**src/rtl/assert_macros.svh**
```systemverilog
// ---------------------------------------------------------------------------
// assertion macros
// shared concurrent assertion forms for the rtl
// ---------------------------------------------------------------------------
`ifndef ASSERT_MACROS_SVH
`define ASSERT_MACROS_SVH

// property checked at every rising edge, masked while reset is active
`define ASSERT_RST(name, clk, rst_n, prop) \
  name: assert property (@(posedge clk) disable iff (!rst_n) (prop)) \
    else $error("assertion failed");

// property checked at every rising edge, reset included
`define ASSERT_ALWAYS(name, clk, prop) \
  name: assert property (@(posedge clk) (prop)) \
    else $error("assertion failed");

`endif

```
**src/rtl/acs_pkg.sv**
```systemverilog
// ---------------------------------------------------------------------------
// acs_pkg
// shared types and codes of the adc conversion sequencer
// ---------------------------------------------------------------------------
package acs_pkg;

  // input actions
  localparam logic [2:0] ACT_TICK    = 3'd0;
  localparam logic [2:0] ACT_ENABLE  = 3'd1;
  localparam logic [2:0] ACT_DISABLE = 3'd2;
  localparam logic [2:0] ACT_START   = 3'd3;
  localparam logic [2:0] ACT_CLEAR   = 3'd4;

  // window compare modes
  localparam logic [2:0] WIN_NONE    = 3'd0;
  localparam logic [2:0] WIN_BELOW   = 3'd1;
  localparam logic [2:0] WIN_ABOVE   = 3'd2;
  localparam logic [2:0] WIN_INSIDE  = 3'd3;
  localparam logic [2:0] WIN_OUTSIDE = 3'd4;

  // configuration register indexes
  localparam logic [2:0] REG_ACCUM_LOG2    = 3'd0;
  localparam logic [2:0] REG_LOW_RES       = 3'd1;
  localparam logic [2:0] REG_WINDOW_MODE   = 3'd2;
  localparam logic [2:0] REG_WIN_LOW       = 3'd3;
  localparam logic [2:0] REG_WIN_HIGH      = 3'd4;
  localparam logic [2:0] REG_FREE_RUN      = 3'd5;
  localparam logic [2:0] REG_SAMPLE_DELAY  = 3'd6;
  localparam logic [2:0] REG_SAMPLE_LENGTH = 3'd7;

  localparam int unsigned CfgIndexW = 3;
  localparam int unsigned CfgDataW  = 16;

  // timing constants
  localparam logic [2:0] MAX_ACCUM_LOG2 = 3'd6;
  localparam logic [5:0] DELAY_BASE     = 6'd2;
  localparam logic [5:0] CONVERT_BASE   = 6'd11;

  typedef struct packed {
    logic [2:0]  action;
    logic [9:0]  sample;
    logic [1:0]  clear_mask;
  } in_item_t;

  typedef struct packed {
    logic        busy_res;
    logic [15:0] result;
    logic        ready_flag;
    logic        window_flag;
    logic        done_res;
  } out_item_t;

  typedef struct packed {
    logic [2:0]  accum_log2;
    logic        low_res;
    logic [2:0]  window_mode;
    logic [15:0] win_low;
    logic [15:0] win_high;
    logic        free_run;
    logic [3:0]  sample_delay;
    logic [4:0]  sample_length;
  } cfg_t;

endpackage

```
**src/rtl/adc_conversion_sequencer.sv**
```systemverilog
// ---------------------------------------------------------------------------
// adc_conversion_sequencer
// adc conversion control: tick-driven sample sequencing, accumulation,
// result latch and window compare with interrupt flags
// ---------------------------------------------------------------------------
//  channel | direction | handshake            | payload
//  --------+-----------+----------------------+---------------------------
//  in      | input     | in_valid_i/in_stall_o | in_data_i  (in_item_t)
//  out     | output    | out_valid_o/out_stall_i| out_data_o (out_item_t)
//  cfg     | input     | cfg_valid_i/cfg_ready_o| cfg_index_i, cfg_data_i
//
// one item per clock cycle while the output is not stalled, set by the
// combinational state update between the input and result registers
// an item is held in the input register, its result in the result register
// reset clears the state machine, flags, result and all configuration
// a stalled output holds its result; the input register still fills once,
// and in_stall_o rises only when both registers are full
// ---------------------------------------------------------------------------
`include "assert_macros.svh"

module adc_conversion_sequencer (
  input  logic                          clk_i,
  input  logic                          rst_ni,
  input  logic                          in_valid_i,
  output logic                          in_stall_o,
  input  acs_pkg::in_item_t             in_data_i,
  output logic                          out_valid_o,
  input  logic                          out_stall_i,
  output acs_pkg::out_item_t            out_data_o,
  input  logic                          cfg_valid_i,
  output logic                          cfg_ready_o,
  input  logic [acs_pkg::CfgIndexW-1:0] cfg_index_i,
  input  logic [acs_pkg::CfgDataW-1:0]  cfg_data_i
);

  logic               in_valid_q;
  acs_pkg::in_item_t  in_data_q;
  logic               out_valid_q;
  acs_pkg::out_item_t out_data_q;
  acs_pkg::out_item_t res;
  acs_pkg::cfg_t      cfg;
  logic               advance;
  logic               in_load;

  // pipeline control
  assign advance    = in_valid_q && (!out_valid_q || !out_stall_i);
  assign in_load    = !in_valid_q || advance;
  assign in_stall_o = !in_load;

  // configuration registers
  assign cfg_ready_o = 1'b1;

  acs_cfg u_cfg (
    .clk_i      (clk_i),
    .rst_ni     (rst_ni),
    .wr_en_i    (cfg_valid_i && cfg_ready_o),
    .wr_index_i (cfg_index_i),
    .wr_data_i  (cfg_data_i),
    .cfg_o      (cfg)
  );

  // input register
  always_ff @(posedge clk_i or negedge rst_ni) begin
    if (!rst_ni) begin
      in_valid_q <= 1'b0;
    end else if (in_load) begin
      in_valid_q <= in_valid_i;
    end
  end

  always_ff @(posedge clk_i) begin
    if (in_load && in_valid_i) begin
      in_data_q <= in_data_i;
    end
  end

  // state update
  acs_core u_core (
    .clk_i  (clk_i),
    .rst_ni (rst_ni),
    .en_i   (advance),
    .item_i (in_data_q),
    .cfg_i  (cfg),
    .res_o  (res)
  );

  // result register
  always_ff @(posedge clk_i or negedge rst_ni) begin
    if (!rst_ni) begin
      out_valid_q <= 1'b0;
    end else if (advance) begin
      out_valid_q <= 1'b1;
    end else if (!out_stall_i) begin
      out_valid_q <= 1'b0;
    end
  end

  always_ff @(posedge clk_i) begin
    if (advance) begin
      out_data_q <= res;
    end
  end

  assign out_valid_o = out_valid_q;
  assign out_data_o  = out_data_q;

  // checks
  `ASSERT_RST(a_done_sets_ready, clk_i, rst_ni,
              out_valid_q && out_data_q.done_res |-> out_data_q.ready_flag)
  `ASSERT_RST(a_done_idle_no_free_run, clk_i, rst_ni,
              out_valid_q && out_data_q.done_res && !cfg.free_run |-> !out_data_q.busy_res)
  `ASSERT_ALWAYS(a_stall_only_when_full, clk_i,
                 in_stall_o |-> in_valid_q && out_valid_q && out_stall_i)
  `ASSERT_RST(a_result_from_input_reg, clk_i, rst_ni, $rose(out_valid_q) |-> $past(in_valid_q))

endmodule

```
**src/rtl/acs_cfg.sv**
```systemverilog
// ---------------------------------------------------------------------------
// acs_cfg
// configuration register file written through the config channel
// ---------------------------------------------------------------------------
module acs_cfg (
  input  logic                             clk_i,
  input  logic                             rst_ni,
  input  logic                             wr_en_i,
  input  logic [acs_pkg::CfgIndexW-1:0]    wr_index_i,
  input  logic [acs_pkg::CfgDataW-1:0]     wr_data_i,
  output acs_pkg::cfg_t                    cfg_o
);

  acs_pkg::cfg_t cfg_q;

  // register writes, one register per transfer
  always_ff @(posedge clk_i or negedge rst_ni) begin
    if (!rst_ni) begin
      cfg_q <= '0;
    end else if (wr_en_i) begin
      case (wr_index_i)
        acs_pkg::REG_ACCUM_LOG2:    cfg_q.accum_log2    <= wr_data_i[2:0];
        acs_pkg::REG_LOW_RES:       cfg_q.low_res       <= wr_data_i[0];
        acs_pkg::REG_WINDOW_MODE:   cfg_q.window_mode   <= wr_data_i[2:0];
        acs_pkg::REG_WIN_LOW:       cfg_q.win_low       <= wr_data_i[15:0];
        acs_pkg::REG_WIN_HIGH:      cfg_q.win_high      <= wr_data_i[15:0];
        acs_pkg::REG_FREE_RUN:      cfg_q.free_run      <= wr_data_i[0];
        acs_pkg::REG_SAMPLE_DELAY:  cfg_q.sample_delay  <= wr_data_i[3:0];
        acs_pkg::REG_SAMPLE_LENGTH: cfg_q.sample_length <= wr_data_i[4:0];
        default: ;
      endcase
    end
  end

  assign cfg_o = cfg_q;

endmodule

```
**src/rtl/acs_core.sv**
```systemverilog
// ---------------------------------------------------------------------------
// acs_core
// conversion state machine, accumulator, result and interrupt flags
// ---------------------------------------------------------------------------
module acs_core (
  input  logic               clk_i,
  input  logic               rst_ni,
  input  logic               en_i,
  input  acs_pkg::in_item_t  item_i,
  input  acs_pkg::cfg_t      cfg_i,
  output acs_pkg::out_item_t res_o
);

  typedef enum logic [2:0] {
    PH_DISABLED,
    PH_IDLE,
    PH_START,
    PH_DELAY,
    PH_CONVERT
  } phase_e;

  phase_e      phase_q, phase_d;
  logic [5:0]  countdown_q, countdown_d;
  logic [6:0]  sample_count_q, sample_count_d;
  logic [15:0] accum_q, accum_d;
  logic [15:0] result_q, result_d;
  logic        ready_q, ready_d;
  logic        window_q, window_d;
  logic        done;

  logic [5:0]  cd_dec;
  logic [6:0]  sc_inc;
  logic [2:0]  n_eff;
  logic [6:0]  sample_limit;
  logic [9:0]  code;
  logic [5:0]  delay_load;
  logic [5:0]  convert_load;
  logic        win_hit;

  // per-tick helpers
  assign cd_dec       = (countdown_q != '0) ? countdown_q - 6'd1 : '0;
  assign sc_inc       = sample_count_q + 7'd1;
  assign n_eff        = (cfg_i.accum_log2 > acs_pkg::MAX_ACCUM_LOG2) ?
                        acs_pkg::MAX_ACCUM_LOG2 : cfg_i.accum_log2;
  assign sample_limit = 7'd1 << n_eff;
  assign code         = cfg_i.low_res ? {2'b00, item_i.sample[9:2]} : item_i.sample;
  assign delay_load   = acs_pkg::DELAY_BASE + {2'b00, cfg_i.sample_delay};
  assign convert_load = acs_pkg::CONVERT_BASE + {1'b0, cfg_i.sample_length};

  // window compare on the sum about to be latched
  always_comb begin
    case (cfg_i.window_mode)
      acs_pkg::WIN_BELOW:   win_hit = accum_q < cfg_i.win_low;
      acs_pkg::WIN_ABOVE:   win_hit = accum_q > cfg_i.win_high;
      acs_pkg::WIN_INSIDE:  win_hit = (accum_q > cfg_i.win_low) &&
                                      (accum_q < cfg_i.win_high);
      acs_pkg::WIN_OUTSIDE: win_hit = (accum_q < cfg_i.win_low) ||
                                      (accum_q > cfg_i.win_high);
      default:              win_hit = 1'b0;
    endcase
  end

  // next state for one item
  always_comb begin
    phase_d        = phase_q;
    countdown_d    = countdown_q;
    sample_count_d = sample_count_q;
    accum_d        = accum_q;
    result_d       = result_q;
    ready_d        = ready_q;
    window_d       = window_q;
    done           = 1'b0;

    case (item_i.action)
      acs_pkg::ACT_TICK: begin
        if (phase_q inside {PH_START, PH_DELAY, PH_CONVERT}) begin
          countdown_d = cd_dec;
          if (cd_dec == '0) begin
            case (phase_q)
              PH_START: begin
                phase_d     = PH_DELAY;
                countdown_d = delay_load;
              end
              PH_DELAY: begin
                accum_d     = (sample_count_q == '0) ? {6'd0, code} :
                              accum_q + {6'd0, code};
                phase_d     = PH_CONVERT;
                countdown_d = convert_load;
              end
              PH_CONVERT: begin
                sample_count_d = sc_inc;
                if (sc_inc < sample_limit) begin
                  phase_d     = PH_DELAY;
                  countdown_d = delay_load;
                end else begin
                  result_d = accum_q;
                  phase_d  = PH_IDLE;
                  ready_d  = 1'b1;
                  done     = 1'b1;
                  if (win_hit) begin
                    window_d = 1'b1;
                  end
                  if (cfg_i.free_run) begin
                    phase_d        = PH_START;
                    countdown_d    = 6'd1;
                    sample_count_d = '0;
                  end
                end
              end
              default: ;
            endcase
          end
        end
      end
      acs_pkg::ACT_ENABLE: begin
        if (phase_q == PH_DISABLED) begin
          phase_d = PH_IDLE;
        end
      end
      acs_pkg::ACT_DISABLE: begin
        if (phase_q != PH_DISABLED) begin
          phase_d     = PH_DISABLED;
          countdown_d = '0;
        end
      end
      acs_pkg::ACT_START: begin
        if (phase_q == PH_IDLE) begin
          phase_d        = PH_START;
          countdown_d    = 6'd1;
          sample_count_d = '0;
        end
      end
      acs_pkg::ACT_CLEAR: begin
        if (item_i.clear_mask[0]) begin
          ready_d = 1'b0;
        end
        if (item_i.clear_mask[1]) begin
          window_d = 1'b0;
        end
      end
      default: ;
    endcase
  end

  // state registers, advanced once per item
  always_ff @(posedge clk_i or negedge rst_ni) begin
    if (!rst_ni) begin
      phase_q        <= PH_DISABLED;
      countdown_q    <= '0;
      sample_count_q <= '0;
      accum_q        <= '0;
      result_q       <= '0;
      ready_q        <= 1'b0;
      window_q       <= 1'b0;
    end else if (en_i) begin
      phase_q        <= phase_d;
      countdown_q    <= countdown_d;
      sample_count_q <= sample_count_d;
      accum_q        <= accum_d;
      result_q       <= result_d;
      ready_q        <= ready_d;
      window_q       <= window_d;
    end
  end

  // result item seen after this item
  assign res_o.busy_res    = (phase_d != PH_DISABLED) && (phase_d != PH_IDLE);
  assign res_o.result      = result_d;
  assign res_o.ready_flag  = ready_d;
  assign res_o.window_flag = window_d;
  assign res_o.done_res    = done;

endmodule
```
**config.mk**
```make
export PLATFORM = sky130hd
export DESIGN_NAME = adc_conversion_sequencer
export DESIGN_NICKNAME = d
export VERILOG_FILES = /design/src/rtl/acs_pkg.sv /design/src/rtl/adc_conversion_sequencer.sv /design/src/rtl/acs_cfg.sv /design/src/rtl/acs_core.sv
export VERILOG_INCLUDE_DIRS = /design/src /design/src/rtl
export SDC_FILE = /design/constraint.sdc
export NUM_CORES = 1
export LEC_CHECK = 0
export BUFFER_PORTS_ARGS = -buffer_cell sky130_fd_sc_hd__buf_2
export CORE_ASPECT_RATIO = 2
export CORE_MARGIN = 2
export CORE_UTILIZATION = 38
export DETAILED_ROUTE_END_ITERATION = 8
export PLACE_DENSITY = 0.56
export REMOVE_ABC_BUFFERS = 1
export SLEW_MARGIN = 25
export SYNTH_ARGS = -nofsm -noshare
export SYNTH_HDL_FRONTEND = slang
export SYNTH_SLANG_ARGS = --single-unit
```
**constraint.sdc**
```tcl
create_clock -name clk_i -period 5 [get_ports clk_i]
set_input_delay 0.25 -clock clk_i [delete_from_list [all_inputs] [get_ports clk_i]]
set_output_delay 0.25 -clock clk_i [all_outputs]
set_load 0.005 [all_outputs]
```
Word level (Yosys, flattened, before mapping)

Cells that the tools add are included.

Bits in registers: 136
Latch bits: 0
Bits in writable memories: 0
ROM bits: 0
Input port bits: 39
Output and inout port bits: 23
Logic and storage cells: 147
Memories kept: 0

Add/subtract/negate cells: 5
$mul: 0
Div/mod/pow operators: 0
$lt $le $gt $ge: 6
Equal/unequal tests: 26
Shifts and indexed selects: 1
Multiplexer cells: 50
Bitwise operators: 0
Reductions and logical operators: 34

Operators by type and width:

| operator              | count |
|---|---|
| $mux W16              | 6 |
| $mux W6               | 7 |
| $mux W7               | 6 |
| $pmux W6 S3           | 2 |
| $gt A16 B16 Y1        | 2 |
| $lt A16 B16 Y1        | 2 |
| $eq A3 B2 Y1 const B  | 8 |
| $eq A3 B3 Y1 const B  | 7 |
| $mux W3               | 7 |
| $add A16 B10 Y16      | 1 |
| $reduce_and A2 Y1     | 8 |
| $mux W1               | 14 |
| $pmux W7 S2           | 1 |
| $eq A3 B1 Y1 const B  | 4 |
| $ne A2 B1 Y1 const B  | 6 |
| $pmux W3 S4           | 1 |
| $reduce_bool A3 Y1    | 4 |
| $mux W10              | 1 |
| $reduce_and A5 Y1     | 2 |
| $logic_not A3 Y1      | 3 |
| $pmux W3 S3           | 1 |
| $add A7 B1 Y7 const B | 1 |
| $logic_not A7 Y1      | 1 |
| $lt A7 B7 Y1          | 1 |
| 17 further kinds      | 26 |

Logic depth before layout (Yosys ltp)

Depth in word-level cells: 11
Gate-level depth with buffers: 13
Gate-level depth less buffers: 12

Modules after synthesis

From an unflattened synthesis, not the netlist that was laid out.

Cell total of the unflattened synthesis: 715
Area, all modules: 8027.7 um^2

By module, submodules not included:

| module                   | times used | cells an instance | area an instance (um^2) | seq. area each (um^2) |
|---|---|---|---|---|
| acs_core                 | 1          | 561               | 4923.5                  | 1251.2 |
| acs_cfg                  | 1          | 109               | 1949.4                  | 1226.2 |
| adc_conversion_sequencer | 1          | 45                | 1154.9                  | 1101.1 |

Least setup slack after synthesis

Ideal clock, no wire load.

Path kind: flip-flop to flip-flop
From: register u_cfg.cfg_q, in the netlist u_cfg.cfg_o[45]
To: register u_core.accum_q[15]
Library setup time: 0.069 ns
Arrival: 2.977 ns
Required time: 4.931 ns
Setup slack: 1.954 ns
Cell stages (with the launch flop): 11
Clock period less this slack: 3.046 ns
Path through: dfrtp_1 -> clkbuf_1 -> mux2_2 -> ha_1 -> o21ai_0 -> o21bai_1 -> a2111oi_0 -> o41ai_1 -> a21oi_1 -> or4_1 -> nand3_1

Word-level cells in the longest chain between the ends: 3

RTL lines:

| what                 | RTL line        | source |
|---|---|---|
| from (decl)          | acs_cfg.sv:14   | `acs_pkg::cfg_t cfg_q;` |
| $mux W10             | acs_core.sv:46  | `assign code = cfg_i.low_res ? {2'b00, item_i.sample[9:2]} : item_i.sample;` |
| $add A16 B10 Y16     | acs_core.sv:86  | `accum_q + {6'd0, code};` |
| $mux W16             | acs_core.sv:85  | `accum_d = (sample_count_q == '0) ? {6'd0, code} :` |
| to (signal assigned) | acs_core.sv:159 | `accum_q <= accum_d;` |
| to (decl)            | acs_core.sv:25  | `logic [15:0] accum_q, accum_d;` |

Every way passes these cells.
A chain may end at the register's enable or synchronous reset.

Worst setup path after layout

From: register u_core.sample_count_q[0]
To: register u_core.result_q[2]

Word-level cells in the longest chain between the ends: 7

RTL lines:

| what                   | RTL line        | source |
|---|---|---|
| from (decl)            | acs_core.sv:24  | `logic [6:0] sample_count_q, sample_count_d;` |
| from (signal assigned) | acs_core.sv:158 | `sample_count_q <= sample_count_d;` |
| $add A7 B1 Y7          | acs_core.sv:42  | `assign sc_inc = sample_count_q + 7'd1;` |
| $lt A7 B7 Y1           | acs_core.sv:92  | `if (sc_inc < sample_limit) begin` |
| $mux W16               | acs_core.sv:92  |  |
| $mux W16               | acs_core.sv:79  | `case (phase_q)` |
| $mux W16               | acs_core.sv:78  | `if (cd_dec == '0) begin` |
| $mux W16               | acs_core.sv:76  | `if (phase_q inside {PH_START, PH_DELAY, PH_CONVERT}) begin` |
| $mux W16               | acs_core.sv:74  | `case (item_i.action)` |
| to (signal assigned)   | acs_core.sv:160 | `result_q <= result_d;` |
| to (decl)              | acs_core.sv:26  | `logic [15:0] result_q, result_d;` |

Every way passes these cells.

==> impl_metrics.toml <==
[timing]
slew_headroom = 0.389
worst_slack_ns = 1.66
tns_ns = 0
slew_violations = 0
rsz0062_at_grt = "false"
layout_min_cycle_time_ns = 3.34
period_share = 0.668
tightest_slew_ns = 0.916
fmax_mhz = 299
hold_violations = 0
finalSetupViolCount = 0
fin_skew_ns = 0.00885

[route]
vias = 5737
drt_wl_total_um = 19000
drc = 0
viasPerCell = 5.27
ant_nets = 0
wl_per_cell_um = 17.5
drt_pass1_iterations = 5
drt_iter0_markers = 218

[cts]
cts_tree = "built"
cts.reportedPaths.clkPinSlew_ns = 0.06
root_buffer = "clkbuf_16"
clock_latency_ns = 0.43
clk_path_buf_depth = 2
cts-buffers-inserted = 17
h-tree-depth = 4
cts.sinks = 136

[finish]
drive_above_1_share = 0.219
finalNetCount = 903
layout_commonest_cell = "dfrtp_1"
stdcell_area_um2 = 9130
layout_common_cells = "dfrtp_1 (101), nand2_1 (65), o21ai_0 (63), mux2_2 (61), buf_2 (59)"
antenna_cells = 0
area_growth_pct = 17.4

[synthesis]
synth_area_per_cell_um2 = 10.6
async_reset_ff_frac = 0.743
synth_cell_types = 69
yosys_warnings = 0
yosysSeqAreaShare = 0.460
synth_area_leaders = "dfrtp_1 (33%), edfxtp_1 (14%), mux2_2 (8.8%)"
synth-seq-cells = 136
synthFlopType = "dfrtp_1"
netlist_instances = 731
synth_enable_flop_cells = 35
yosys.area.top_type_share = 0.325
syn-cell-area_um2 = 7780
synth_area_leader_cell = "dfrtp_1"

[hold_path]
min_path_type = "in2reg"
hold_depth = 2

[die]
die_area_um2 = 21700
die_h_um = 206
num_rows = 74
start_util = 0.383
core_um2 = 20300
io_pins = 62
die_w_um = 105

[setup_path]
arrival_ns = 3.66
end_kind = "register"
rr_worst_depth = 11
crit_type = "reg2reg"
path_max_fanout = 18
cp.required_ns = 5.31
setup.worst_path.start_class = "register"

[global_route]
grt_pass1_wl_um = 30800
use_met3 = 0.0353
antenna_found_initial = 0
grt_overflow = 0
grt_max_degree = 68
grt_pass1_vias = 5850
grt_use_met1 = 0.185
busiest_layer = "met2"
met2_usage = 0.356
grt.total_usage = 0.186

[run_status]
status = "complete, no violations"

[place]
hpwl_um = 14100
portBuffers = 60
gp_congestion = 0.820
placed_cell_area_um2 = 8340
place_ws_ns = 1.68

[run]
max_cap_viol_count = 0

[power]
vdd_drop_max_v = 0.000219
p_leak_nw = 4.16
total_power_mw = 4.07
powerDensity_nw_per_um2 = 446
-- per-stage QoR --
| step | hold WS (ns) | cells | utilization |
|---|---|---|---|
| 2_1_floorplan | -0.0456 | 708 | - |
| 4_1_cts | 0.000414 | 1087 | 0.450 |
| 5_1_grt | 0.0370 | 1088 | 0.450 |
| 3_5_place_dp | 0.430 | 1039 | 0.411 |
| 6_report | 0.0260 | 1088 | 0.450 |
| 3_3_place_gp | 0.427 | 1039 | 0.411 |
-- critical path: stages, from the launching register on --
cell and delay [ns]:
dfrtp_1 0.42, ha_1 0.26, nand3_1 0.10, xor2_1 0.19, inv_1 0.06, ha_1 0.20
or3_1 0.37, a31oi_1 0.17, o21a_1 0.54, nor2_8 0.19, nand2_4 0.31, mux2_2 0.38
-- final cells by class --
cell class | instances | area, um^2
Inverter | 56 | 210
Clock buffer | 20 | 467
Sequential cell | 136 | 3580
Fill cell | 1972 | 11100
Tap cell | 266 | 333
Timing Repair Buffer | 82 | 512
Multi-Input combinational cell | 516 | 3880
Clock inverter | 12 | 149
-- path summary, 6_finish.rpt --
kind                       slack (ns)                       end                startpoint
setup / recovery                 1.66        u_core.result_q[2]  u_core.sample_count_q[0]
hold reg to reg                  0.50               out_valid_o                in_valid_q
min in group asynchronous        0.50  u_core.sample_count_q[4]                    rst_ni
setup reg to reg                 1.66        u_core.result_q[2]  u_core.sample_count_q[0]
hold / removal                   0.03                in_valid_q                in_valid_i
max in group asynchronous        3.45        u_core.accum_q[14]                    rst_ni
-- power by group --
part	internal (mW)	switching, mW	total [mW]
clock	0.820	0.489	1.31
sequential	1.32	0.230	1.55
combinational	0.547	0.667	1.21
total	2.68	1.39	4.07
-- kinds of logic after synthesis --
group	share of synthesized area
AO/OA/AOI/OAI	0.132
XOR/XNOR	0.0180
adder cells (fa/ha/maj)	0.0895
buffers and inverters	0.0415
flip-flops	0.460
multiplexers	0.121
other	0.000482
AND/OR/NAND/NOR	0.137
-- what timing repair did --
action,CTS,global route
resized for setup,0,0
setup endpoints to repair,0,0
hold endpoints to repair,51,0
buffers inserted,0,0
hold buffers,16,0
-- Yosys cell counts, drive strengths merged, types with 3 or more instances --
| cell type | number |
|---|---|
| a2111oi | 4 |
| a211oi | 4 |
| a21o | 10 |
| a21oi | 31 |
| a221o | 3 |
| a31oi | 6 |
| and2 | 3 |
| and3 | 6 |
| buf | 7 |
| clkbuf | 16 |
| dfrtp | 101 |
| edfxtp | 35 |
| ha | 54 |
| inv | 56 |
| mux2 | 70 |
| mux2i | 12 |
| nand2 | 66 |
| nand2b | 13 |
| nand3 | 20 |
| nand3b | 5 |
| nand4 | 12 |
| nor2 | 25 |
| nor2b | 10 |
| nor3 | 13 |
| nor3b | 4 |
| o211ai | 7 |
| o21a | 7 |
| o21ai | 63 |
| o22ai | 3 |
| o311ai | 3 |
| o31ai | 5 |
| or2 | 3 |
| or3 | 3 |
| or3b | 3 |
| xnor2 | 8 |
| xor2 | 8 |
-- per-layer routing --
| layer | share of wire | wire length, um |
|---|---|---|
| met2 | 0.55 | 10500 |
| met5 | 0 | 0 |
| met3 | 0.026 | 488 |
| met4 | 0.049 | 935 |
| met1 | 0.37 | 7130 |
-- flip-flops by register name, indices dropped and copies added, names as in the netlist --
register	cells
u_cfg.cfg_o	49
u_core.sample_count_q	7
u_core.countdown_q	6
u_core.result_q	16
out_data_o	20
u_core.ready_q	1
out_valid_o	1
u_core.window_q	1
in_data_q	15
in_valid_q	1
u_core.phase_q	3
u_core.accum_q	16
No activity file was read; power rests on OpenSTA's default activity.
